File: config.mk
export PLATFORM = sky130hd
export DESIGN_NAME = elapsed_day_timer_flat
export DESIGN_NICKNAME = d
export VERILOG_FILES = /design/src/rtl/edt_pkg.sv /design/src/rtl/edt_if.sv /design/src/rtl/edt_cell.sv /design/src/rtl/edt_elapsed.sv /design/src/rtl/elapsed_day_timer.sv /design/src/flat_wrapper.sv
export SDC_FILE = /design/constraint.sdc
export NUM_CORES = 1
export LEC_CHECK = 0
export ABC_CLOCK_PERIOD_IN_PS = 3900
export BUFFER_PORTS_ARGS = -buffer_cell sky130_fd_sc_hd__buf_2
export CAP_MARGIN = 20
export CORE_ASPECT_RATIO = 1.75
export CORE_MARGIN = 2
export CORE_UTILIZATION = 35
export CTS_BUF_LIST = sky130_fd_sc_hd__clkbuf_8 sky130_fd_sc_hd__clkbuf_16
export DETAILED_ROUTE_END_ITERATION = 6
export PLACE_DENSITY = 0.5
export SLEW_MARGIN = 25
export SYNTH_ARGS = -nofsm -noshare
export SYNTH_HDL_FRONTEND = slang
export SYNTH_SLANG_ARGS = --single-unit
export TNS_END_PERCENT = 100
File: constraint.sdc
create_clock -name i_clk -period 3.9 [get_ports i_clk]
set_input_delay 0.195 -clock i_clk [delete_from_list [all_inputs] [get_ports i_clk]]
set_output_delay 0.195 -clock i_clk [all_outputs]
set_load 0.05 [all_outputs]
File: src/rtl/edt_pkg.sv
// ----------------------------------------------------------------------------
// edt_pkg
// Shared types and constants of the elapsed day timer.
// ----------------------------------------------------------------------------
`timescale 1ns / 1ps

package edt_pkg;

    // Field widths
    localparam int CMD_W   = 3;
    localparam int WORD_W  = 16;
    localparam int BYTE_W  = 8;
    localparam int MASK_W  = 4;
    localparam int CFG_IDX_W = 1;

    // Command codes
    localparam logic [CMD_W-1:0] CMD_TICK      = 3'd0;
    localparam logic [CMD_W-1:0] CMD_LOAD_TIME = 3'd1;
    localparam logic [CMD_W-1:0] CMD_LOAD_LGT  = 3'd2;
    localparam logic [CMD_W-1:0] CMD_LOAD_WTR  = 3'd3;
    localparam logic [CMD_W-1:0] CMD_LOAD_NUT  = 3'd4;
    localparam logic [CMD_W-1:0] CMD_LOAD_FLAG = 3'd5;

    // Configuration register indexes
    localparam logic [CFG_IDX_W-1:0] CFG_TICK_PERIOD = 1'd0;
    localparam logic [CFG_IDX_W-1:0] CFG_DAY_LIMIT   = 1'd1;

    // Reset values and bounds
    localparam logic [WORD_W-1:0] TICK_PERIOD_RST = 16'd500;
    localparam logic [BYTE_W-1:0] DAY_LIMIT_RST   = 8'd15;
    localparam logic [BYTE_W-1:0] SEC_BOUND       = 8'd59;
    localparam logic [BYTE_W-1:0] MIN_BOUND       = 8'd59;
    localparam logic [BYTE_W-1:0] HOUR_BOUND      = 8'd23;
    localparam logic [BYTE_W-1:0] FLAG_SECOND     = 8'h80;
    localparam logic [WORD_W-1:0] LIGHT_RST       = 16'd1;
    localparam logic [WORD_W-1:0] WATER_RST       = 16'd1;
    localparam logic [WORD_W-1:0] NUT_RST         = 16'd0;

    // Control into one cascade cell
    typedef struct packed {
        logic load;
        logic adv;
    } t_cell_ctl;

    // Status out of one cascade cell
    typedef struct packed {
        logic carry;
        logic wr;
    } t_cell_sts;

endpackage

File: src/rtl/edt_if.sv
// ----------------------------------------------------------------------------
// edt_if
// Valid/ready channels of the elapsed day timer: command, result, config.
// ----------------------------------------------------------------------------
`timescale 1ns / 1ps

interface edt_in_if;
    logic                          valid;
    logic                          ready;
    logic [edt_pkg::CMD_W-1:0]     cmd;
    logic [edt_pkg::WORD_W-1:0]    load_value;

    modport source (output valid, output cmd, output load_value, input ready);
    modport sink   (input valid, input cmd, input load_value, output ready);
endinterface

interface edt_out_if;
    logic                          valid;
    logic                          ready;
    logic [edt_pkg::BYTE_W-1:0]    second_flag;
    logic [edt_pkg::WORD_W-1:0]    light_elapsed;
    logic [edt_pkg::WORD_W-1:0]    water_elapsed;
    logic [edt_pkg::WORD_W-1:0]    nutrition_elapsed;
    logic [edt_pkg::BYTE_W-1:0]    seconds_now;
    logic [edt_pkg::BYTE_W-1:0]    minutes_now;
    logic [edt_pkg::BYTE_W-1:0]    hours_now;
    logic [edt_pkg::BYTE_W-1:0]    day_now;
    logic [edt_pkg::MASK_W-1:0]    persist_mask;

    modport source (output valid, output second_flag, output light_elapsed,
                    output water_elapsed, output nutrition_elapsed,
                    output seconds_now, output minutes_now, output hours_now,
                    output day_now, output persist_mask, input ready);
    modport sink   (input valid, input second_flag, input light_elapsed,
                    input water_elapsed, input nutrition_elapsed,
                    input seconds_now, input minutes_now, input hours_now,
                    input day_now, input persist_mask, output ready);
endinterface

interface edt_cfg_if;
    logic                          valid;
    logic                          ready;
    logic [edt_pkg::CFG_IDX_W-1:0] index;
    logic [edt_pkg::WORD_W-1:0]    data;

    modport source (output valid, output index, output data, input ready);
    modport sink   (input valid, input index, input data, output ready);
endinterface

File: src/rtl/edt_cell.sv
// ----------------------------------------------------------------------------
// edt_cell
// One cell of the seconds/minutes/hours/day cascade: holds one field,
// advances on a carry from its lower neighbour and passes a carry upward.
// ----------------------------------------------------------------------------
`timescale 1ns / 1ps

module edt_cell #(
    parameter bit HOLD_AT_BOUND = 1'b0   // 1: hold at bound, 0: wrap to zero
) (
    input  logic                          i_clk,
    input  logic                          i_rst_n,
    input  logic                          i_en,
    input  edt_pkg::t_cell_ctl            i_ctl,
    input  logic [edt_pkg::BYTE_W-1:0]    i_bound,
    input  logic [edt_pkg::BYTE_W-1:0]    i_load_val,
    output logic [edt_pkg::BYTE_W-1:0]    o_next,
    output edt_pkg::t_cell_sts            o_sts
);

    logic [edt_pkg::BYTE_W-1:0] r_val;
    logic [edt_pkg::BYTE_W-1:0] n_val;
    logic                       below;

    assign below = (r_val < i_bound);

    // Next field value and carry
    always_comb begin
        n_val       = r_val;
        o_sts.carry = 1'b0;
        o_sts.wr    = 1'b0;
        if (i_ctl.load) begin
            n_val    = i_load_val;
            o_sts.wr = 1'b1;
        end else if (i_ctl.adv) begin
            if (below) begin
                n_val    = r_val + 1'b1;
                o_sts.wr = 1'b1;
            end else if (!HOLD_AT_BOUND) begin
                n_val       = '0;
                o_sts.wr    = 1'b1;
                o_sts.carry = 1'b1;
            end
        end
    end

    assign o_next = n_val;

    // Hold the field
    always_ff @(posedge i_clk) begin
        if (!i_rst_n) begin
            r_val <= '0;
        end else if (i_en) begin
            r_val <= n_val;
        end
    end

endmodule

File: src/rtl/edt_elapsed.sv
// ----------------------------------------------------------------------------
// edt_elapsed
// Elapsed-seconds counter: counts while nonzero, wraps to zero and stops.
// ----------------------------------------------------------------------------
`timescale 1ns / 1ps

module edt_elapsed (
    input  logic                       i_clk,
    input  logic                       i_rst_n,
    input  logic                       i_en,
    input  logic [edt_pkg::WORD_W-1:0] i_init,
    input  logic                       i_load,
    input  logic [edt_pkg::WORD_W-1:0] i_load_val,
    input  logic                       i_bump,
    output logic [edt_pkg::WORD_W-1:0] o_next
);

    logic [edt_pkg::WORD_W-1:0] r_cnt;
    logic [edt_pkg::WORD_W-1:0] n_cnt;

    // Load, or advance a running count
    always_comb begin
        n_cnt = r_cnt;
        if (i_load) begin
            n_cnt = i_load_val;
        end else if (i_bump && (r_cnt != '0)) begin
            n_cnt = r_cnt + 1'b1;
        end
    end

    assign o_next = n_cnt;

    always_ff @(posedge i_clk) begin
        if (!i_rst_n) begin
            r_cnt <= i_init;
        end else if (i_en) begin
            r_cnt <= n_cnt;
        end
    end

endmodule

File: src/rtl/elapsed_day_timer.sv
// ----------------------------------------------------------------------------
// elapsed_day_timer
// Prescaled seconds/minutes/hours/day timer with three elapsed counters.
// ----------------------------------------------------------------------------
// Each command transfer yields one result transfer, registered in the output
// register. A command is taken in every cycle in which the output register
// is empty or its result is being taken, so the block sustains one item per
// clock; the whole update (prescaler, cascade of four cells and elapsed
// counters) is combinational. tick_period of zero acts as one.
// Configuration writes are always ready and should be issued only while
// no result is pending.
`timescale 1ns / 1ps

module elapsed_day_timer (
    input  logic       i_clk,
    input  logic       i_rst_n,
    edt_in_if.sink     i_in,
    edt_out_if.source  o_out,
    edt_cfg_if.sink    i_cfg
);

    localparam int WW = edt_pkg::WORD_W;
    localparam int BW = edt_pkg::BYTE_W;

    logic [WW-1:0] r_tick_period;
    logic [BW-1:0] r_day_limit;
    logic [WW-1:0] r_tick_count;
    logic [WW-1:0] n_tick_count;
    logic [BW-1:0] r_flag;
    logic [BW-1:0] n_flag;

    logic          accept;
    logic          is_tick;
    logic [WW:0]   tick_inc;
    logic [WW:0]   period;
    logic          second;

    edt_pkg::t_cell_ctl sec_ctl, min_ctl, hour_ctl, day_ctl;
    edt_pkg::t_cell_sts sec_sts, min_sts, hour_sts, day_sts;
    logic [BW-1:0] sec_next, min_next, hour_next, day_next;
    logic [WW-1:0] light_next, water_next, nut_next;
    logic          ld_time;

    logic          r_out_valid;
    logic [BW-1:0] r_flag_out;
    logic [WW-1:0] r_light_out, r_water_out, r_nut_out;
    logic [BW-1:0] r_sec_out, r_min_out, r_hour_out, r_day_out;
    logic [edt_pkg::MASK_W-1:0] r_mask_out;

    // Handshakes
    assign i_in.ready  = !r_out_valid || o_out.ready;
    assign accept      = i_in.valid && i_in.ready;
    assign i_cfg.ready = 1'b1;

    // Configuration registers
    always_ff @(posedge i_clk) begin
        if (!i_rst_n) begin
            r_tick_period <= edt_pkg::TICK_PERIOD_RST;
            r_day_limit   <= edt_pkg::DAY_LIMIT_RST;
        end else if (i_cfg.valid) begin
            case (i_cfg.index)
                edt_pkg::CFG_TICK_PERIOD: r_tick_period <= i_cfg.data;
                edt_pkg::CFG_DAY_LIMIT:   r_day_limit   <= i_cfg.data[BW-1:0];
                default: ;
            endcase
        end
    end

    // Prescaler
    assign is_tick  = (i_in.cmd == edt_pkg::CMD_TICK);
    assign tick_inc = {1'b0, r_tick_count} + 1'b1;
    assign period   = (r_tick_period == '0) ? (WW+1)'(1) : {1'b0, r_tick_period};
    assign second   = is_tick && (tick_inc >= period);

    always_comb begin
        n_tick_count = r_tick_count;
        if (is_tick) begin
            n_tick_count = second ? '0 : tick_inc[WW-1:0];
        end
    end

    // Second flag
    always_comb begin
        n_flag = r_flag;
        if (second) begin
            n_flag = edt_pkg::FLAG_SECOND;
        end else if (i_in.cmd == edt_pkg::CMD_LOAD_FLAG) begin
            n_flag = i_in.load_value[BW-1:0];
        end
    end

    always_ff @(posedge i_clk) begin
        if (!i_rst_n) begin
            r_tick_count <= '0;
            r_flag       <= '0;
        end else if (accept) begin
            r_tick_count <= n_tick_count;
            r_flag       <= n_flag;
        end
    end

    // Cascade of time cells, carry passed upward
    assign ld_time       = (i_in.cmd == edt_pkg::CMD_LOAD_TIME);
    assign sec_ctl.load  = ld_time;
    assign sec_ctl.adv   = second;
    assign min_ctl.load  = ld_time;
    assign min_ctl.adv   = sec_sts.carry;
    assign hour_ctl.load = ld_time;
    assign hour_ctl.adv  = min_sts.carry;
    assign day_ctl.load  = ld_time;
    assign day_ctl.adv   = hour_sts.carry;

    edt_cell #(.HOLD_AT_BOUND(1'b0)) u_sec (
        .i_clk(i_clk), .i_rst_n(i_rst_n), .i_en(accept), .i_ctl(sec_ctl),
        .i_bound(edt_pkg::SEC_BOUND), .i_load_val(i_in.load_value[BW-1:0]),
        .o_next(sec_next), .o_sts(sec_sts)
    );

    edt_cell #(.HOLD_AT_BOUND(1'b0)) u_min (
        .i_clk(i_clk), .i_rst_n(i_rst_n), .i_en(accept), .i_ctl(min_ctl),
        .i_bound(edt_pkg::MIN_BOUND), .i_load_val(i_in.load_value[BW-1:0]),
        .o_next(min_next), .o_sts(min_sts)
    );

    edt_cell #(.HOLD_AT_BOUND(1'b0)) u_hour (
        .i_clk(i_clk), .i_rst_n(i_rst_n), .i_en(accept), .i_ctl(hour_ctl),
        .i_bound(edt_pkg::HOUR_BOUND), .i_load_val(i_in.load_value[BW-1:0]),
        .o_next(hour_next), .o_sts(hour_sts)
    );

    edt_cell #(.HOLD_AT_BOUND(1'b1)) u_day (
        .i_clk(i_clk), .i_rst_n(i_rst_n), .i_en(accept), .i_ctl(day_ctl),
        .i_bound(r_day_limit), .i_load_val(i_in.load_value[BW-1:0]),
        .o_next(day_next), .o_sts(day_sts)
    );

    // Elapsed counters
    edt_elapsed u_light (
        .i_clk(i_clk), .i_rst_n(i_rst_n), .i_en(accept), .i_init(edt_pkg::LIGHT_RST),
        .i_load(i_in.cmd == edt_pkg::CMD_LOAD_LGT), .i_load_val(i_in.load_value),
        .i_bump(second), .o_next(light_next)
    );

    edt_elapsed u_water (
        .i_clk(i_clk), .i_rst_n(i_rst_n), .i_en(accept), .i_init(edt_pkg::WATER_RST),
        .i_load(i_in.cmd == edt_pkg::CMD_LOAD_WTR), .i_load_val(i_in.load_value),
        .i_bump(second), .o_next(water_next)
    );

    edt_elapsed u_nut (
        .i_clk(i_clk), .i_rst_n(i_rst_n), .i_en(accept), .i_init(edt_pkg::NUT_RST),
        .i_load(i_in.cmd == edt_pkg::CMD_LOAD_NUT),
        .i_load_val({{(WW-BW){1'b0}}, i_in.load_value[BW-1:0]}),
        .i_bump(second), .o_next(nut_next)
    );

    // Output register: valid
    always_ff @(posedge i_clk) begin
        if (!i_rst_n) begin
            r_out_valid <= 1'b0;
        end else if (i_in.ready) begin
            r_out_valid <= i_in.valid;
        end
    end

    // Output register: payload
    always_ff @(posedge i_clk) begin
        if (accept) begin
            r_flag_out  <= n_flag;
            r_light_out <= light_next;
            r_water_out <= water_next;
            r_nut_out   <= nut_next;
            r_sec_out   <= sec_next;
            r_min_out   <= min_next;
            r_hour_out  <= hour_next;
            r_day_out   <= day_next;
            r_mask_out  <= {day_sts.wr, hour_sts.wr, min_sts.wr, sec_sts.wr};
        end
    end

    assign o_out.valid             = r_out_valid;
    assign o_out.second_flag       = r_flag_out;
    assign o_out.light_elapsed     = r_light_out;
    assign o_out.water_elapsed     = r_water_out;
    assign o_out.nutrition_elapsed = r_nut_out;
    assign o_out.seconds_now       = r_sec_out;
    assign o_out.minutes_now       = r_min_out;
    assign o_out.hours_now         = r_hour_out;
    assign o_out.day_now           = r_day_out;
    assign o_out.persist_mask      = r_mask_out;

    // A pending result that is not taken blocks new commands
    a_stall_blocks: assert property (@(posedge i_clk) disable iff (!i_rst_n)
        (r_out_valid && !o_out.ready) |-> !i_in.ready)
        else $error("command accepted while result stalled");

    // A minute write always comes with a seconds write
    a_mask_chain: assert property (@(posedge i_clk) disable iff (!i_rst_n)
        r_out_valid |-> (!r_mask_out[1] || r_mask_out[0]))
        else $error("minute write without seconds write");

    // A day and time load reports all four fields
    a_load_mask: assert property (@(posedge i_clk) disable iff (!i_rst_n)
        (accept && ld_time) |=> (r_out_valid && (r_mask_out == 4'hF)))
        else $error("time load did not report full mask");

endmodule
File: src/flat_wrapper.sv
// flat-port wrapper written by rule: the top's interface ports become plain ports
module elapsed_day_timer_flat 
  (i_clk, i_rst_n, i_in_valid, i_in_cmd, i_in_load_value, i_in_ready, o_out_valid, o_out_second_flag, o_out_light_elapsed, o_out_water_elapsed, o_out_nutrition_elapsed, o_out_seconds_now, o_out_minutes_now, o_out_hours_now, o_out_day_now, o_out_persist_mask, o_out_ready, i_cfg_valid, i_cfg_index, i_cfg_data, i_cfg_ready);
  edt_in_if i_in_i ();
  edt_out_if o_out_i ();
  edt_cfg_if i_cfg_i ();
  input  logic i_clk;
  input  logic i_rst_n;
  input wire logic [$bits(i_in_i.valid)-1:0] i_in_valid;
  input wire logic [$bits(i_in_i.cmd)-1:0] i_in_cmd;
  input wire logic [$bits(i_in_i.load_value)-1:0] i_in_load_value;
  output wire logic [$bits(i_in_i.ready)-1:0] i_in_ready;
  output wire logic [$bits(o_out_i.valid)-1:0] o_out_valid;
  output wire logic [$bits(o_out_i.second_flag)-1:0] o_out_second_flag;
  output wire logic [$bits(o_out_i.light_elapsed)-1:0] o_out_light_elapsed;
  output wire logic [$bits(o_out_i.water_elapsed)-1:0] o_out_water_elapsed;
  output wire logic [$bits(o_out_i.nutrition_elapsed)-1:0] o_out_nutrition_elapsed;
  output wire logic [$bits(o_out_i.seconds_now)-1:0] o_out_seconds_now;
  output wire logic [$bits(o_out_i.minutes_now)-1:0] o_out_minutes_now;
  output wire logic [$bits(o_out_i.hours_now)-1:0] o_out_hours_now;
  output wire logic [$bits(o_out_i.day_now)-1:0] o_out_day_now;
  output wire logic [$bits(o_out_i.persist_mask)-1:0] o_out_persist_mask;
  input wire logic [$bits(o_out_i.ready)-1:0] o_out_ready;
  input wire logic [$bits(i_cfg_i.valid)-1:0] i_cfg_valid;
  input wire logic [$bits(i_cfg_i.index)-1:0] i_cfg_index;
  input wire logic [$bits(i_cfg_i.data)-1:0] i_cfg_data;
  output wire logic [$bits(i_cfg_i.ready)-1:0] i_cfg_ready;
  assign i_in_i.valid = i_in_valid;
  assign i_in_i.cmd = i_in_cmd;
  assign i_in_i.load_value = i_in_load_value;
  assign i_in_ready = i_in_i.ready;
  assign o_out_valid = o_out_i.valid;
  assign o_out_second_flag = o_out_i.second_flag;
  assign o_out_light_elapsed = o_out_i.light_elapsed;
  assign o_out_water_elapsed = o_out_i.water_elapsed;
  assign o_out_nutrition_elapsed = o_out_i.nutrition_elapsed;
  assign o_out_seconds_now = o_out_i.seconds_now;
  assign o_out_minutes_now = o_out_i.minutes_now;
  assign o_out_hours_now = o_out_i.hours_now;
  assign o_out_day_now = o_out_i.day_now;
  assign o_out_persist_mask = o_out_i.persist_mask;
  assign o_out_i.ready = o_out_ready;
  assign i_cfg_i.valid = i_cfg_valid;
  assign i_cfg_i.index = i_cfg_index;
  assign i_cfg_i.data = i_cfg_data;
  assign i_cfg_ready = i_cfg_i.ready;
  elapsed_day_timer u_core (.i_clk(i_clk), .i_rst_n(i_rst_n), .i_in(i_in_i), .o_out(o_out_i), .i_cfg(i_cfg_i));
endmodule
# Word-level counts from Yosys, hierarchy flattened
# Index checks and enable logic that the tools add are counted.
[totals]
wordCells = 88
input_bits = 41
register_bits = 221
output_inout_bits = 95
[op_classes]
eq_ne = 5
n_bitwise = 1
n_reduce_logical = 15
add_sub_neg = 8
magnitude_cmp = 5
mux = 33
[op_table]
columns = ["op", "count"]
rows = [
  ["2-to-1 mux 16 bit", 8],
  ["2-to-1 mux 8 bit", 14],
  ["adder 16 x 1 -> 16 bit (second input constant)", 3],
  ["nonzero test 16 bit", 3],
  ["adder 8 x 1 -> 8 bit (second input constant)", 4],
  ["adder 16 x 1 -> 17 bit (second input constant)", 1],
  ["greater-or-equal comparator 17 bit", 1],
  ["zero test 16 bit", 1],
  ["less-than comparator 8 x 6 -> 1 bit (second input constant)", 2],
  ["less-than comparator 8 x 5 -> 1 bit (second input constant)", 1],
  ["less-than comparator 8 bit", 1],
  ["2-to-1 mux 1 bit", 8],
  ["== test 3 x 2 -> 1 bit (second input constant)", 2],
  ["== test 3 bit (second input constant)", 2],
  ["2-to-1 mux 2 bit", 3],
  ["AND reduction 2 bit", 3],
  ["logical AND 1 bit", 5],
  ["== test 3 x 1 -> 1 bit (second input constant)", 1],
  ["zero test 3 bit", 1],
  ["zero test 1 bit", 1],
  ["logical OR 1 bit", 1],
  ["inverter 1 bit", 1],
]

# Depth between registers and ports, before layout
# Gate-level depths: netlist of run 1.
[depth]
ltp_word = 12
depth_mapped = 17
ltp_nobuf = 14

# Modules after synthesis
# Synthesis of run 1 repeated with hierarchy kept, for this count alone.
[hier_totals]
hier_cells = 1442
hier_area_um2 = 13769.5
[by_module_without_submodules]
columns = ["mod", "n_inst", "seq_area_each_um2", "cells_each", "area_per_inst_um2"]
rows = [
  ["elapsed_day_timer", 1, 3743.6, 467, 5646.7],
  ["edt_elapsed", 3, 480.5, 166, 1549.0],
  ["edt_cell (u_core.u_hour ...)", 3, 160.2, 115, 834.6],
  ["edt_cell (u_core.u_day)", 1, 160.2, 132, 972.2],
]

# Least setup slack after synthesis of run 1
# Ideal clock, no wire load.
[synth_path]
path_kind = "reg-to-reg"
from = "register u_core.r_out_valid (netlist: u_core.o_out.valid)"
to = "register u_core.u_day.r_val[1] in the netlist's numbering"
path_stages_with_launch = 7
t_required_ns = 3.584
path_slack_ns = -0.972
arrival_time_ns = 4.556
n_path_buf = 2
setup_ns = 0.316
synth_period_minus_slack_ns = 4.872
path_cell_list = "dfxtp_1 -> nand2b_1 -> nand2_1 -> inv_1 -> clkbuf_1 -> buf_1 -> a41oi_1"
[synth_between]
elab_chain_cells = 3
[synth_rtl]
columns = ["element", "line", "source"]
rows = [
  ["from (decl)", "elapsed_day_timer.sv:44", "logic r_out_valid;"],
  ["from (signal assigned)", "elapsed_day_timer.sv:162", "r_out_valid <= i_in.valid;"],
  ["zero test 1 bit", "elapsed_day_timer.sv:51", "assign i_in.ready = !r_out_valid || o_out.ready;"],
  ["logical OR 1 bit", "elapsed_day_timer.sv:51", ""],
  ["named net i_in_ready", "flat_wrapper.sv:12", "output wire logic [$bits(i_in_i.ready)-1:0] i_in_ready;"],
  ["logical AND 1 bit", "elapsed_day_timer.sv:52", "assign accept = i_in.valid && i_in.ready;"],
  ["named net u_core.accept", "elapsed_day_timer.sv:32", "logic accept;"],
  ["to (signal assigned)", "edt_cell.sv:54", "r_val <= n_val;"],
  ["to (decl)", "edt_cell.sv:21", "logic [edt_pkg::BYTE_W-1:0] r_val;"],
]
# The timed path passes the listed nets, and every way through them passes these cells.
# A chain may end at the register's enable or synchronous reset.

# Final worst setup path of run 1
[layout_path]
from = "register u_core.r_tick_count[7]"
to = "register u_core.u_nut.r_cnt[5] in the netlist's numbering"
[layout_between]
elab_chain_cells = 6
[layout_rtl]
columns = ["element", "line", "source"]
rows = [
  ["from (decl)", "elapsed_day_timer.sv:27", "logic [WW-1:0] r_tick_count;"],
  ["from (signal assigned)", "elapsed_day_timer.sv:97", "r_tick_count <= n_tick_count;"],
  ["adder 16 x 1 -> 17 bit", "elapsed_day_timer.sv:71", "assign tick_inc = {1'b0, r_tick_count} + 1'b1;"],
  ["greater-or-equal comparator 17 bit", "elapsed_day_timer.sv:73", "assign second = is_tick && (tick_inc >= period);"],
  ["logical AND 1 bit", "elapsed_day_timer.sv:73", ""],
  ["logical AND 1 bit", "edt_elapsed.sv:26", "end else if (i_bump && (r_cnt != '0)) begin"],
  ["2-to-1 mux 16 bit", "edt_elapsed.sv:26", ""],
  ["2-to-1 mux 16 bit", "edt_elapsed.sv:24", "if (i_load) begin"],
  ["to (signal assigned)", "edt_elapsed.sv:35", "r_cnt <= i_init;"],
  ["to (signal assigned)", "edt_elapsed.sv:37", "r_cnt <= n_cnt;"],
  ["to (decl)", "edt_elapsed.sv:18", "logic [edt_pkg::WORD_W-1:0] r_cnt;"],
]
# Every way passes these cells.

==> report_table.html, run 1 <==
<table>
<tr><th>Metric</th><th>Value</th></tr>
<tr><th colspan="2">Pwr</th></tr>
<tr><td>Proportion of power drawn by flip-flops and latches</td><td>between 40% and 50%</td></tr>
<tr><td>Clock share of power</td><td>41.8%</td></tr>
<tr><td>Sw Pwr</td><td>1632 uW</td></tr>
<tr><td>Internal cell power</td><td>4148 uW</td></tr>
<tr><td>Switching Fraction</td><td>28.23%</td></tr>
<tr><td>Power density cells</td><td>401.8 mW/mm2</td></tr>
<tr><td>Design Power</td><td>5780 uW</td></tr>
<tr><td>Lkg Pwr</td><td>0.005405 uW</td></tr>
<tr><td>Peak VDD IR</td><td>0.3540 mV</td></tr>
<tr><td>Part of the total power dissipated in combinational logic</td><td>13.2%</td></tr>
<tr><th colspan="2">Floorplanning</th></tr>
<tr><td>Die Area</td><td>0.03643 mm2</td></tr>
<tr><td># rows</td><td>90</td></tr>
<tr><td>Die height</td><td>251.0 um</td></tr>
<tr><td>Floorplan Core Area</td><td>0.03446 mm2</td></tr>
<tr><td>Initial cell density of the core</td><td>35.41%</td></tr>
<tr><td>Die width</td><td>around 150 um</td></tr>
<tr><td>Count of pins on the block boundary</td><td>136</td></tr>
<tr><th colspan="2">Critical path</th></tr>
<tr><td>Startpoint class of the critical path</td><td>flop</td></tr>
<tr><td>Kind of end point of the critical path</td><td>flop</td></tr>
<tr><td>CP max FO</td><td>27</td></tr>
<tr><td>Startpoint of the worst-slack reg-to-reg timing path</td><td>u_core.r_tick_count[7]$_SDFFE_PN0P_</td></tr>
<tr><td>RR Endpoint</td><td>u_core.u_nut.r_cnt[5]$_SDFFE_PN0P_</td></tr>
<tr><td>Worst path cell trace</td><td>and4_4 -&gt; and3_4 -&gt; nand4_1 -&gt; xnor2_1 -&gt; ha_1 -&gt; nand4_1 -&gt; nor4_2 -&gt; o2111ai_1 -&gt; o211a_2 -&gt; buf_12 -&gt; or4_1 -&gt; and3_1 -&gt; o31a_1</td></tr>
<tr><td>Number of cells traversed by the worst register-to-register path</td><td>13</td></tr>
<tr><td>CP max stage delay</td><td>570 ps</td></tr>
<tr><td>WS Path Type</td><td>flop to flop</td></tr>
<tr><td>R2r setup slk</td><td>170 ps</td></tr>
<tr><td>Most repeated library cell on the critical path</td><td>sky130_fd_sc_hd__nand4_1</td></tr>
<tr><td>Cell with the largest stage delay on the worst path</td><td>sky130_fd_sc_hd__or4_1</td></tr>
<tr><td>Data required time of the worst path</td><td>4320 ps</td></tr>
<tr><td>Arr. time, crit path</td><td>4150 ps</td></tr>
<tr><th colspan="2">Place</th></tr>
<tr><td>DP HPWL</td><td>27680 um</td></tr>
<tr><td>Input/output buffers</td><td>134</td></tr>
<tr><td>Last weighted congestion value of the routability-driven placer</td><td>0.8978</td></tr>
<tr><td>Dpl cell area</td><td>0.01334 mm2</td></tr>
<tr><th colspan="2">Yosys</th></tr>
<tr><td>Number of storage elements in the synthesis netlist</td><td>221</td></tr>
<tr><td>EDFF count, synth</td><td>92</td></tr>
<tr><td>Largest area contributor in the netlist</td><td>sky130_fd_sc_hd__edfxtp_1</td></tr>
<tr><td>Nets in the synthesized netlist</td><td>about 1500</td></tr>
<tr><td>Count of different cell masters after synthesis</td><td>75</td></tr>
<tr><td>Cell area after synthesis</td><td>approximately 0.012 mm2</td></tr>
<tr><td>Share of synthesized flip-flops with an asynchronous set or reset</td><td>0%</td></tr>
<tr><td>Primary flip-flop cell chosen by synthesis mapping</td><td>sky130_fd_sc_hd__dfxtp_1</td></tr>
<tr><td>Mapped Avg Cell Area</td><td>between 8 and 9 um2</td></tr>
<tr><td>Leading cell types by count after synthesis</td><td>190 x sky130_fd_sc_hd__nand2_1, 129 x sky130_fd_sc_hd__dfxtp_1, 99 x sky130_fd_sc_hd__a21oi_1, 98 x sky130_fd_sc_hd__nor2_1, 92 x sky130_fd_sc_hd__edfxtp_1</td></tr>
<tr><td>Most frequent cell after synthesis</td><td>sky130_fd_sc_hd__nand2_1</td></tr>
<tr><td>Portion of the post-synthesis area used by sequential elements</td><td>a little over two fifths</td></tr>
<tr><td>Cell types occupying the most area after synthesis</td><td>sky130_fd_sc_hd__edfxtp_1 23%, sky130_fd_sc_hd__dfxtp_1 21%, sky130_fd_sc_hd__nand2_1 5.8%</td></tr>
<tr><td>Share of Yosys cell area claimed by the top area cell type</td><td>between 20 and 25%</td></tr>
<tr><td>Gate Count Post-Synth</td><td>1419</td></tr>
<tr><td>Yosys warnings</td><td>0</td></tr>
<tr><th colspan="2">CTS</th></tr>
<tr><td>CTS root buffer</td><td>sky130_fd_sc_hd__clkbuf_16</td></tr>
<tr><td>Clock slew at reported path FFs</td><td>approximately 70 ps</td></tr>
<tr><td>Maximum buffer depth of the clock tree</td><td>3</td></tr>
<tr><td>Clock buffer count from CTS</td><td>23</td></tr>
<tr><td>H-Tree Depth</td><td>1</td></tr>
<tr><td>Clock Latency Late Sink</td><td>550 ps</td></tr>
<tr><td>Count of clock tree sinks</td><td>221</td></tr>
<tr><td>TritonCTS clock tree</td><td>done</td></tr>
<tr><th colspan="2">Timing</th></tr>
<tr><td>Period utilization</td><td>95.67%</td></tr>
<tr><td>Final TNS setup</td><td>0 ps</td></tr>
<tr><td>Hold Fails Final Rpt</td><td>0</td></tr>
<tr><td>Count of endpoints failing setup in the final report</td><td>0</td></tr>
<tr><td>Tightest slew margin relative to the limit</td><td>34.86%</td></tr>
<tr><td>Measured slew at the worst slew-check pin</td><td>970.6 ps</td></tr>
<tr><td>Fin. max-slew vios</td><td>0</td></tr>
<tr><td>Time the final worst path needs with I/O delays and setup</td><td>3731 ps</td></tr>
<tr><td>Worst Skew</td><td>25.20 ps</td></tr>
<tr><td>Worst Hold Margin</td><td>11.62 ps</td></tr>
<tr><td>Highest Clock Rate</td><td>between 200 and 300 MHz</td></tr>
<tr><th colspan="2">Cells and area</th></tr>
<tr><td>Nets@finish</td><td>1596</td></tr>
<tr><td>Area growth from synthesis to layout</td><td>17.90%</td></tr>
<tr><td>Final instance area</td><td>0.01438 mm2</td></tr>
<tr><td>Fill cell total of the finished layout</td><td>3556</td></tr>
<tr><td>Fraction of layout cells with a size suffix above 1</td><td>~16%</td></tr>
<tr><td>Total area of sequential cells</td><td>0.005350 mm2</td></tr>
<tr><td>Util after Layout</td><td>41.74%</td></tr>
<tr><td>Area occupied by multi-input gates</td><td>0.006282 mm2</td></tr>
<tr><th colspan="2">Detailed routing</th></tr>
<tr><td>Uppermost metal layer occupied by signal nets</td><td>met4</td></tr>
<tr><td>Routed WL per cell</td><td>19.92 um</td></tr>
<tr><td>Drt via density</td><td>5.602</td></tr>
<tr><td>Number of design-rule violations left by the first detailed-router iteration</td><td>around 670</td></tr>
<tr><td>Number of optimization iterations in the first detailed-route pass</td><td>5</td></tr>
<tr><td>Routed wl met3</td><td>1618 um</td></tr>
<tr><td>Total routed wirelength</td><td>around 40000 um</td></tr>
<tr><td>Met1 routed wirelength after detailed routing</td><td>15950 um</td></tr>
<tr><td>Met2 Routed Length</td><td>20920 um</td></tr>
<tr><td>Residual DRC</td><td>0</td></tr>
<tr><td>Routed via count</td><td>11199</td></tr>
<tr><td>Number of antenna-violating nets in the routed design</td><td>0</td></tr>
<tr><th colspan="2">Global route</th></tr>
<tr><td>Maximum number of pins on one net before global-route repair</td><td>85</td></tr>
<tr><td>Total global routing track utilization</td><td>21.34%</td></tr>
<tr><td>Number of global-route vias before repair</td><td>10932</td></tr>
<tr><td>Global-route wire length before repair</td><td>just over 60000 um</td></tr>
<tr><td>Antenna violations before repair</td><td>0</td></tr>
<tr><td>Remaining global-route overflow</td><td>0</td></tr>
<tr><th colspan="2">Min path</th></tr>
<tr><td>Class of the most critical hold timing path</td><td>primary input to flop</td></tr>
<tr><td>Worst Hold Path Cells</td><td>3</td></tr>
<tr><td>Hold endpoint</td><td>u_core.o_out.valid$_SDFFE_PN0N_</td></tr>
<tr><td>Launch instance of the worst min-delay path</td><td>o_out_ready</td></tr>
<tr><th colspan="2">Outcome</th></tr>
<tr><td>Status</td><td>finished clean</td></tr>
<tr><th colspan="2">Flow run</th></tr>
<tr><td>Max-Cap Viols</td><td>0</td></tr>
</table>
## stage by stage
| stage | std cells | worst slack, ps |
|---|---|---|
| finish | 1999 | 168.8 |
| CTS | 1995 | 67.68 |
| detailed placement | 1936 | 91.25 |
| global placement | 1936 | 117.3 |
| global route | 1997 | -12.54 |
| floorplan | 1419 | 376.8 |
## cell usage in the layout (no fill, tap or decap), types with 27 or more instances in the layout
cell type and instances:
sky130_fd_sc_hd__ha_1 34, sky130_fd_sc_hd__buf_2 134, sky130_fd_sc_hd__a21oi_1 98, sky130_fd_sc_hd__o21ai_0 80, sky130_fd_sc_hd__nand4_1 31, sky130_fd_sc_hd__nor3_1 41
sky130_fd_sc_hd__edfxtp_1 92, sky130_fd_sc_hd__xnor2_1 30, sky130_fd_sc_hd__xor2_1 27, sky130_fd_sc_hd__a31oi_1 28, sky130_fd_sc_hd__buf_4 34, sky130_fd_sc_hd__nand3_1 83
sky130_fd_sc_hd__nand2_1 189, sky130_fd_sc_hd__dfxtp_1 125, sky130_fd_sc_hd__nor2_1 96, sky130_fd_sc_hd__inv_1 48
## sequential cells by signal (all words and copies together), names as in the netlist, 16 cells and up
register,flops
u_core.o_out.light_elapsed,16
u_core.o_out.nutrition_elapsed,16
u_core.o_out.water_elapsed,16
u_core.r_tick_count,16
u_core.r_tick_period,16
u_core.u_light.r_cnt,16
u_core.u_nut.r_cnt,16
u_core.u_water.r_cnt,16
## area by class of cell
type | count | area share (%)
inverter | 47 | 1.261
timing repair buffer | 190 | 8.246
sequential | 221 | 37.20
antenna | 2 | 0.03479
tap | 460 | 4.001
clock buffer | 24 | 4.097
clock inverter | 17 | 1.487
multi-input combinational | 1038 | 43.68
## power groups by stage
stage | clock [uW] | combinational, uW | sequential (uW)
after detailed placement | 0 | 750 | 2650
final | 2420 | 760 | 2600
after global routing | 2550 | 815 | 2620
after global placement | 0 | 747 | 2650
after CTS | 2460 | 766 | 2600
after floorplan | 0 | 313 | 2850
## per-layer routing
| layer | up-vias | GRT usage, % |
|---|---|---|
| li1 | 5426 | - |
| met1 | 5414 | 24.87 |
| met2 | 300 | 40.12 |
| met3 | 59 | 2.214 |
| met4 | 0 | 7.955 |
| met5 | - | 0 |
## how the worst max path moves through the flow
stage / start / end / slack, ps / cells past startpoint
after global placement: u_core.r_tick_count[2]$_SDFFE_PN0P_ / u_core.o_out.minutes_now[3]$_DFFE_PP_ / 120 / 14
final: u_core.r_tick_count[7]$_SDFFE_PN0P_ / u_core.u_nut.r_cnt[5]$_SDFFE_PN0P_ / 170 / 13
after global routing: u_core.r_tick_count[7]$_SDFFE_PN0P_ / u_core.u_nut.r_cnt[5]$_SDFFE_PN0P_ / -10 / 13
after detailed placement: u_core.r_tick_count[2]$_SDFFE_PN0P_ / u_core.u_nut.r_cnt[5]$_SDFFE_PN0P_ / 90 / 13
after CTS: u_core.r_tick_count[0]$_SDFFE_PN0P_ / u_core.o_out.minutes_now[3]$_DFFE_PP_ / 70 / 14
after floorplan: u_core.r_tick_count[0]$_SDFFE_PN0P_ / u_core.o_out.hours_now[4]$_DFFE_PP_ / 380 / 16
## cells by family (layout without fill, tap and decap cells)
kind of cell | count (synthesis) | after routing | synth area share (%)
AO/OA/AOI/OAI | 355 | 355 | 18.89
XOR/XNOR | 58 | 58 | 4.164
adder cells (fa/ha/maj) | 34 | 34 | 3.487
buffers and inverters | 160 | 278 | 5.138
flip-flops | 221 | 221 | 43.81
multiplexers | 15 | 15 | 1.231
other | 1 | 3 | 0.03074
AND/OR/NAND/NOR | 575 | 575 | 23.25
## critical path, delay by kind of cell, from the launching register on
family,cells,cell delay [ps]
AND/OR/NAND/NOR,7,1890
AO/OA/AOI/OAI,3,700
flip-flops,1,360
adder cells (fa/ha/maj),1,300
XOR/XNOR,1,190
buffers and inverters,1,180
## what timing repair did
| item | in CTS | in global routing |
|---|---|---|
| hold buffers | 18 | 0 |
| endpoints found under the setup margin | 0 | 99 |
| hold endpoints to repair | 25 | 0 |
| resized for setup | 0 | 14 |
| buffers inserted | 0 | 2 |
No activity file was read; power rests on OpenSTA's default activity.
==> run 2, diff against run 1 <==
CORE_UTILIZATION = 24   (was 35)
PLACE_DENSITY = 0.37   (was 0.5)
==> report_table.html, run 2 (synthesized netlist as in run 1, its figures left out) <==
<table>
<tr><th>Metric</th><th>Value</th></tr>
<tr><th colspan="2">Detailed routing</th></tr>
<tr><td>Number of design-rule violations left by the first detailed-router iteration</td><td>609</td></tr>
<tr><td>Total routed wirelength</td><td>46320 um</td></tr>
<tr><td>Number of antenna-violating nets in the routed design</td><td>0</td></tr>
<tr><td>Routed via count</td><td>11356</td></tr>
<tr><td>Number of optimization iterations in the first detailed-route pass</td><td>5</td></tr>
<tr><td>Routed WL per cell</td><td>20.77 um</td></tr>
<tr><td>Drt via density</td><td>5.092</td></tr>
<tr><td>Residual DRC</td><td>0</td></tr>
<tr><th colspan="2">Timing</th></tr>
<tr><td>Worst Hold Margin</td><td>58.95 ps</td></tr>
<tr><td>Setup repair after global routing missed its margin</td><td>no</td></tr>
<tr><td>Worst Skew</td><td>~13 ps</td></tr>
<tr><td>Slack of the critical path</td><td>174.6 ps</td></tr>
<tr><td>Measured slew at the worst slew-check pin</td><td>around 900 ps</td></tr>
<tr><td>Final TNS setup</td><td>0 ps</td></tr>
<tr><td>Fin. max-slew vios</td><td>0</td></tr>
<tr><td>Count of endpoints failing setup in the final report</td><td>0</td></tr>
<tr><td>Period utilization</td><td>between 90% and 100%</td></tr>
<tr><td>Tightest slew margin relative to the limit</td><td>about two fifths</td></tr>
<tr><td>Highest Clock Rate</td><td>268.4 MHz</td></tr>
<tr><td>Hold Fails Final Rpt</td><td>0</td></tr>
<tr><td>Time the final worst path needs with I/O delays and setup</td><td>roughly 3700 ps</td></tr>
<tr><th colspan="2">Pwr</th></tr>
<tr><td>Sw Pwr</td><td>1732 uW</td></tr>
<tr><td>Peak VDD IR</td><td>0.2641 mV</td></tr>
<tr><td>Design Power</td><td>5871 uW</td></tr>
<tr><td>Proportion of power drawn by flip-flops and latches</td><td>44.4%</td></tr>
<tr><td>Part of the total power dissipated in combinational logic</td><td>13.5%</td></tr>
<tr><td>Lkg Pwr</td><td>~0.0055 uW</td></tr>
<tr><td>Switching Fraction</td><td>29.50%</td></tr>
<tr><td>Internal cell power</td><td>4139 uW</td></tr>
<tr><td>Power density cells</td><td>slightly below 400 mW/mm2</td></tr>
<tr><td>Clock share of power</td><td>42.1%</td></tr>
<tr><th colspan="2">Floorplanning</th></tr>
<tr><td>Initial cell density of the core</td><td>roughly 24%</td></tr>
<tr><td>Die Area</td><td>0.05273 mm2</td></tr>
<tr><td>Count of pins on the block boundary</td><td>roughly 140</td></tr>
<tr><td>Floorplan Core Area</td><td>0.05032 mm2</td></tr>
<tr><td>Die height</td><td>302.3 um</td></tr>
<tr><td>Die width</td><td>approximately 170 um</td></tr>
<tr><td># rows</td><td>approximately 110</td></tr>
<tr><th colspan="2">Global route</th></tr>
<tr><td>Antenna violations before repair</td><td>0</td></tr>
<tr><td>Maximum number of pins on one net before global-route repair</td><td>66</td></tr>
<tr><td>Global-route wire length before repair</td><td>69510 um</td></tr>
<tr><td>Number of global-route vias before repair</td><td>~11000</td></tr>
<tr><td>Remaining global-route overflow</td><td>0</td></tr>
<tr><td>Total global routing track utilization</td><td>between 10% and 20%</td></tr>
<tr><th colspan="2">Cells and area</th></tr>
<tr><td>Fill cell total of the finished layout</td><td>about 5400</td></tr>
<tr><td>Nets@finish</td><td>1620</td></tr>
<tr><td>Fraction of layout cells with a size suffix above 1</td><td>17.46%</td></tr>
<tr><td>Total area of sequential cells</td><td>0.005349 mm2</td></tr>
<tr><td>Most common library cell in the layout ignoring fill and taps</td><td>sky130_fd_sc_hd__nand2_1</td></tr>
<tr><td>Area occupied by multi-input gates</td><td>around 0.0063 mm2</td></tr>
<tr><td>Area growth from synthesis to layout</td><td>21.66%</td></tr>
<tr><td>Diode insertion count for antenna repair</td><td>0</td></tr>
<tr><td>Commonest cells after routing, fill and taps aside</td><td>188 x sky130_fd_sc_hd__nand2_1, 134 x sky130_fd_sc_hd__buf_2, 126 x sky130_fd_sc_hd__dfxtp_1</td></tr>
<tr><th colspan="2">Critical path</th></tr>
<tr><td>Startpoint class of the critical path</td><td>flop</td></tr>
<tr><td>WS Path Type</td><td>flop to flop</td></tr>
<tr><td>Arr. time, crit path</td><td>4180 ps</td></tr>
<tr><td>Kind of end point of the critical path</td><td>flop</td></tr>
<tr><td>Data required time of the worst path</td><td>~4400 ps</td></tr>
<tr><td>CP max FO</td><td>24</td></tr>
<tr><th colspan="2">Place</th></tr>
<tr><td>Input/output buffers</td><td>134</td></tr>
<tr><td>Pre-CTS WS</td><td>11.45 ps</td></tr>
<tr><td>Last weighted congestion value of the routability-driven placer</td><td>0.8241</td></tr>
<tr><td>DP HPWL</td><td>approximately 33000 um</td></tr>
<tr><th colspan="2">CTS</th></tr>
<tr><td>Count of buffers added by post-CTS timing repair for setup</td><td>0</td></tr>
<tr><td>TritonCTS clock tree</td><td>done</td></tr>
<tr><td>Clock Latency Late Sink</td><td>550 ps</td></tr>
<tr><td>CTS root buffer</td><td>sky130_fd_sc_hd__clkbuf_16</td></tr>
<tr><td>Clock slew at reported path FFs</td><td>70 ps</td></tr>
<tr><td>Count of clock tree sinks</td><td>221</td></tr>
<tr><td>Maximum buffer depth of the clock tree</td><td>3</td></tr>
<tr><td>H-Tree Depth</td><td>1</td></tr>
<tr><td>Clock buffer count from CTS</td><td>26</td></tr>
<tr><th colspan="2">Outcome</th></tr>
<tr><td>Status</td><td>finished clean</td></tr>
<tr><th colspan="2">Flow run</th></tr>
<tr><td>Max-Cap Viols</td><td>0</td></tr>
<tr><th colspan="2">Min path</th></tr>
<tr><td>Class of the most critical hold timing path</td><td>primary input to flop</td></tr>
</table>
-- run 2: critical path: stages, from the launching register on --
cell                       delay [ps]
sky130_fd_sc_hd__dfxtp_2          360
sky130_fd_sc_hd__and4_4           240
sky130_fd_sc_hd__and3_4           220
sky130_fd_sc_hd__nand4_1          140
sky130_fd_sc_hd__buf_4            180
sky130_fd_sc_hd__nor2_1           110
sky130_fd_sc_hd__xor2_1           220
sky130_fd_sc_hd__ha_1             300
sky130_fd_sc_hd__a21o_1           190
sky130_fd_sc_hd__a21o_1           170
sky130_fd_sc_hd__a41oi_2          180
sky130_fd_sc_hd__o211ai_1         160
sky130_fd_sc_hd__buf_12           210
sky130_fd_sc_hd__buf_4            170
sky130_fd_sc_hd__a31oi_1          370
sky130_fd_sc_hd__inv_1            150
sky130_fd_sc_hd__a211oi_1         250
-- run 2: power by group through the flow --
stage          Combinational, uW  Sequential [uW]  Clock, uW
2_1_floorplan                313             2850          0
5_1_grt                      855             2620       2630
4_1_cts                      804             2610       2560
3_3_place_gp                 782             2660          0
6_report                     792             2610       2470
3_5_place_dp                 784             2660          0
-- run 2: path summary, 6_finish.rpt --
check,from,to,slack (ps),depth (start not counted)
worst max-delay path,u_core.r_tick_count[6]$_SDFFE_PN0P_,u_core.u_day.r_val[0]$_SDFFE_PN0P_,170,16
worst min register to register,u_core.r_flag[2]$_SDFFE_PN0P_,u_core.r_flag[2]$_SDFFE_PN0P_,450,2
worst min-delay path,i_in_load_value[14],u_core.o_out.light_elapsed[14]$_DFFE_PP_,60,3
worst max register to register,u_core.r_tick_count[6]$_SDFFE_PN0P_,u_core.u_day.r_val[0]$_SDFFE_PN0P_,170,16
-- run 2: metal layers --
| layer | vias to the layer above | wire length [um] | GRT usage (%) |
|---|---|---|---|
| li1 | 5460 | - | - |
| met1 | 5517 | 17770 | 18.72 |
| met2 | 296 | 24670 | 33.16 |
| met3 | 83 | 1905 | 1.772 |
| met4 | 0 | 1968 | 7.503 |
| met5 | - | 0 | 0 |
-- run 2: cell type report --
cell class,count,area share [%]
clock inverters,14,0.4805
clock buffers,33,5.260
multi-input cells,1038,42.34
repair buffers,211,9.045
well taps,666,5.614
flip-flops and latches,221,36.04
inverters,47,1.222
-- run 2: through the flow --
| step | utilization, % | cells | area, um2 |
|---|---|---|---|
| after detailed placement | 27.29 | 2162 | 13730 |
| after CTS | 29.41 | 2230 | 14800 |
| after global placement | 27.29 | 2162 | 13730 |
| after global routing | 29.49 | 2230 | 14840 |
| after floorplan | - | 1419 | 12210 |
| final | 29.49 | 2230 | 14840 |
-- run 2: repair_timing --
action / 4_1_cts / 5_1_grt
hold endpoints to repair: 28 / 0
gates resized for setup: 1 / 14
pin swaps: 0 / 3
endpoints found under the setup margin: 1 / 67
hold buffers: 21 / 0
==> run 3, diff against run 2 <==
CORE_UTILIZATION = 45   (was 24)
PLACE_DENSITY = 0.62   (was 0.37)
==> report_table.html, run 3 (synthesized netlist as in run 1, its figures left out) <==
<table>
<tr><th>Metric</th><th>Value</th></tr>
<tr><th colspan="2">Outcome</th></tr>
<tr><td>Status</td><td>finished clean</td></tr>
<tr><th colspan="2">Timing</th></tr>
<tr><td>Time the final worst path needs with I/O delays and setup</td><td>3743 ps</td></tr>
<tr><td>Final TNS setup</td><td>0 ps</td></tr>
<tr><td>Hold Fails Final Rpt</td><td>0</td></tr>
<tr><td>Period utilization</td><td>95.98%</td></tr>
<tr><td>Count of endpoints failing setup in the final report</td><td>0</td></tr>
<tr><td>Fin. max-slew vios</td><td>0</td></tr>
<tr><td>Slack of the critical path</td><td>156.8 ps</td></tr>
<tr><td>Tightest slew margin relative to the limit</td><td>37.27%</td></tr>
<tr><td>Worst Skew</td><td>12.56 ps</td></tr>
<tr><td>Highest Clock Rate</td><td>267.2 MHz</td></tr>
<tr><td>Measured slew at the worst slew-check pin</td><td>937.5 ps</td></tr>
<tr><th colspan="2">Min path</th></tr>
<tr><td>Launch instance of the worst min-delay path</td><td>i_in_load_value[11]</td></tr>
<tr><td>Hold endpoint</td><td>u_core.o_out.light_elapsed[11]$_DFFE_PP_</td></tr>
<tr><td>Class of the most critical hold timing path</td><td>primary input to flop</td></tr>
<tr><td>Worst Hold Path Cells</td><td>3</td></tr>
<tr><th colspan="2">Cells and area</th></tr>
<tr><td>Nets@finish</td><td>1607</td></tr>
<tr><td>Commonest cells after routing, fill and taps aside</td><td>189 x sky130_fd_sc_hd__nand2_1, 135 x sky130_fd_sc_hd__buf_2, 126 x sky130_fd_sc_hd__dfxtp_1</td></tr>
<tr><td>Fraction of layout cells with a size suffix above 1</td><td>16.67%</td></tr>
<tr><td>Area occupied by multi-input gates</td><td>between 0.006 and 0.007 mm2</td></tr>
<tr><td>Total area of sequential cells</td><td>0.005349 mm2</td></tr>
<tr><td>Fill cell total of the finished layout</td><td>about 2500</td></tr>
<tr><td>Diode insertion count for antenna repair</td><td>0</td></tr>
<tr><td>Most common library cell in the layout ignoring fill and taps</td><td>sky130_fd_sc_hd__nand2_1</td></tr>
<tr><td>Area growth from synthesis to layout</td><td>16.77%</td></tr>
<tr><th colspan="2">Global route</th></tr>
<tr><td>Maximum number of pins on one net before global-route repair</td><td>67</td></tr>
<tr><td>Antenna violations before repair</td><td>0</td></tr>
<tr><td>Number of global-route vias before repair</td><td>11004</td></tr>
<tr><td>Peak-usage layer in the global routing report</td><td>met2</td></tr>
<tr><td>Met3 Resource Use GR</td><td>just under 3%</td></tr>
<tr><td>Met1 track utilization from global routing</td><td>30.43%</td></tr>
<tr><td>Total global routing track utilization</td><td>26.08%</td></tr>
<tr><td>Global-route wire length before repair</td><td>59060 um</td></tr>
<tr><td>Routing usage on met2</td><td>47.00%</td></tr>
<tr><td>Remaining global-route overflow</td><td>0</td></tr>
<tr><th colspan="2">CTS</th></tr>
<tr><td>Clock buffer count from CTS</td><td>23</td></tr>
<tr><td>TritonCTS clock tree</td><td>done</td></tr>
<tr><td>Clock Latency Late Sink</td><td>530 ps</td></tr>
<tr><td>Clock slew at reported path FFs</td><td>approximately 60 ps</td></tr>
<tr><td>H-Tree Depth</td><td>1</td></tr>
<tr><td>Maximum buffer depth of the clock tree</td><td>3</td></tr>
<tr><td>CTS root buffer</td><td>sky130_fd_sc_hd__clkbuf_16</td></tr>
<tr><td>Count of clock tree sinks</td><td>221</td></tr>
<tr><th colspan="2">Critical path</th></tr>
<tr><td>Worst path cell trace</td><td>and4_4 -&gt; and3_4 -&gt; nand4_1 -&gt; nor2_1 -&gt; xor2_1 -&gt; ha_1 -&gt; a21o_1 -&gt; a21o_1 -&gt; a41oi_2 -&gt; o211ai_1 -&gt; buf_6 -&gt; and3_1 -&gt; or3_1 -&gt; and3b_1</td></tr>
<tr><td>CP Launch Point</td><td>u_core.r_tick_count[7]$_SDFFE_PN0P_</td></tr>
<tr><td>Number of cells traversed by the worst register-to-register path</td><td>14</td></tr>
<tr><td>CP max stage delay</td><td>between 300 and 400 ps</td></tr>
<tr><td>Cell with the largest stage delay on the worst path</td><td>sky130_fd_sc_hd__dfxtp_1</td></tr>
<tr><td>RR Endpoint</td><td>u_core.o_out.water_elapsed[0]$_DFFE_PP_</td></tr>
<tr><td>R2r setup slk</td><td>160 ps</td></tr>
<tr><td>Data required time of the worst path</td><td>4180 ps</td></tr>
<tr><td>Most repeated library cell on the critical path</td><td>sky130_fd_sc_hd__a21o_1</td></tr>
<tr><td>Startpoint class of the critical path</td><td>flop</td></tr>
<tr><td>Arr. time, crit path</td><td>about 4000 ps</td></tr>
<tr><td>CP max FO</td><td>7</td></tr>
<tr><td>Kind of end point of the critical path</td><td>flop</td></tr>
<tr><td>WS Path Type</td><td>flop to flop</td></tr>
<tr><td>Startpoint of the worst-slack reg-to-reg timing path</td><td>u_core.r_tick_count[7]$_SDFFE_PN0P_</td></tr>
<tr><th colspan="2">Place</th></tr>
<tr><td>Input/output buffers</td><td>134</td></tr>
<tr><td>Pre-CTS WS</td><td>17.74 ps</td></tr>
<tr><td>Last weighted congestion value of the routability-driven placer</td><td>0.8981</td></tr>
<tr><td>DP HPWL</td><td>25920 um</td></tr>
<tr><th colspan="2">Detailed routing</th></tr>
<tr><td>Total routed wirelength</td><td>about 38000 um</td></tr>
<tr><td>Number of design-rule violations left by the first detailed-router iteration</td><td>1035</td></tr>
<tr><td>Routed WL per cell</td><td>20.43 um</td></tr>
<tr><td>Routed via count</td><td>11527</td></tr>
<tr><td>Drt via density</td><td>about 6.2</td></tr>
<tr><td>Residual DRC</td><td>0</td></tr>
<tr><td>Number of antenna-violating nets in the routed design</td><td>0</td></tr>
<tr><td>Number of optimization iterations in the first detailed-route pass</td><td>5</td></tr>
<tr><th colspan="2">Floorplanning</th></tr>
<tr><td># rows</td><td>79</td></tr>
<tr><td>Die width</td><td>about 130 um</td></tr>
<tr><td>Floorplan Core Area</td><td>0.02659 mm2</td></tr>
<tr><td>Initial cell density of the core</td><td>45.88%</td></tr>
<tr><td>Count of pins on the block boundary</td><td>136</td></tr>
<tr><td>Die height</td><td>about 220 um</td></tr>
<tr><td>Die Area</td><td>around 0.028 mm2</td></tr>
<tr><th colspan="2">Pwr</th></tr>
<tr><td>Peak VDD IR</td><td>roughly 0.37 mV</td></tr>
<tr><td>Lkg Pwr</td><td>0.005425 uW</td></tr>
<tr><td>Design Power</td><td>~5600 uW</td></tr>
<tr><td>Power density cells</td><td>392.9 mW/mm2</td></tr>
<tr><th colspan="2">Flow run</th></tr>
<tr><td>Max-Cap Viols</td><td>0</td></tr>
</table>
## run 3: timing repair
action,4_1_cts,5_1_grt
setup buffers,0,2
hold endpoints to repair,26,0
gates resized for setup,1,17
pin swaps,0,5
cloned,0,1
hold buffers,20,0
endpoints found under the setup margin,1,137
## run 3: layout make-up
cell class | instances | area share [%]
Clock buffer | 26 | 4.330
Clock inverter | 15 | 0.8695
Inverter | 47 | 1.273
Multi-Input combinational cell | 1038 | 44.25
Sequential cell | 221 | 37.55
Tap cell | 324 | 2.846
Timing Repair Buffer | 201 | 8.888
## run 3: stage by stage
step	hold slack, ps	instance area, um2	instances	util [%]
after CTS	38.17	14170	1869	53.29
after detailed placement	441.3	13220	1808	49.73
final	48.62	14250	1872	53.58
after global placement	438.5	13220	1808	49.73
after global routing	53.75	14250	1872	53.58
after floorplan	319.0	12210	1419	-
## run 3: per-layer routing
layer | share of wire, % | vias to the layer above
li1 | - | 5440
met1 | 39 | 5562
met2 | 51 | 421
met3 | 5.4 | 104
met4 | 4.4 | 0
met5 | 0 | -
## run 3: critical path: cells and delay by family (launching register included)
kind                       cells  cell delay [ps]
AOI/OAI and AO/OA              4              790
xor gates and xnor gates       1              220
adders and majority gates      1              310
buffers and inverters          1              190
DFF                            1              370
and+or+nand+nor                7             1610
## run 3: worst max-delay path by stage
| stage | slack (ps) | endpoint |
|---|---|---|
| final | 160 | u_core.o_out.water_elapsed[0]$_DFFE_PP_ |
| after global routing | -40 | u_core.u_nut.r_cnt[5]$_SDFFE_PN0P_ |
| after CTS | 20 | u_core.u_nut.r_cnt[5]$_SDFFE_PN0P_ |
| after detailed placement | 20 | u_core.u_nut.r_cnt[15]$_SDFFE_PN0P_ |
| after global placement | 120 | u_core.o_out.light_elapsed[1]$_DFFE_PP_ |
| after floorplan | 380 | u_core.o_out.hours_now[4]$_DFFE_PP_ |
## run 3: report_power, final
group	internal [uW]	switching (uW)
clock	1260	970
sequential	2530	73.8
combinational	198	565
total	3990	1610
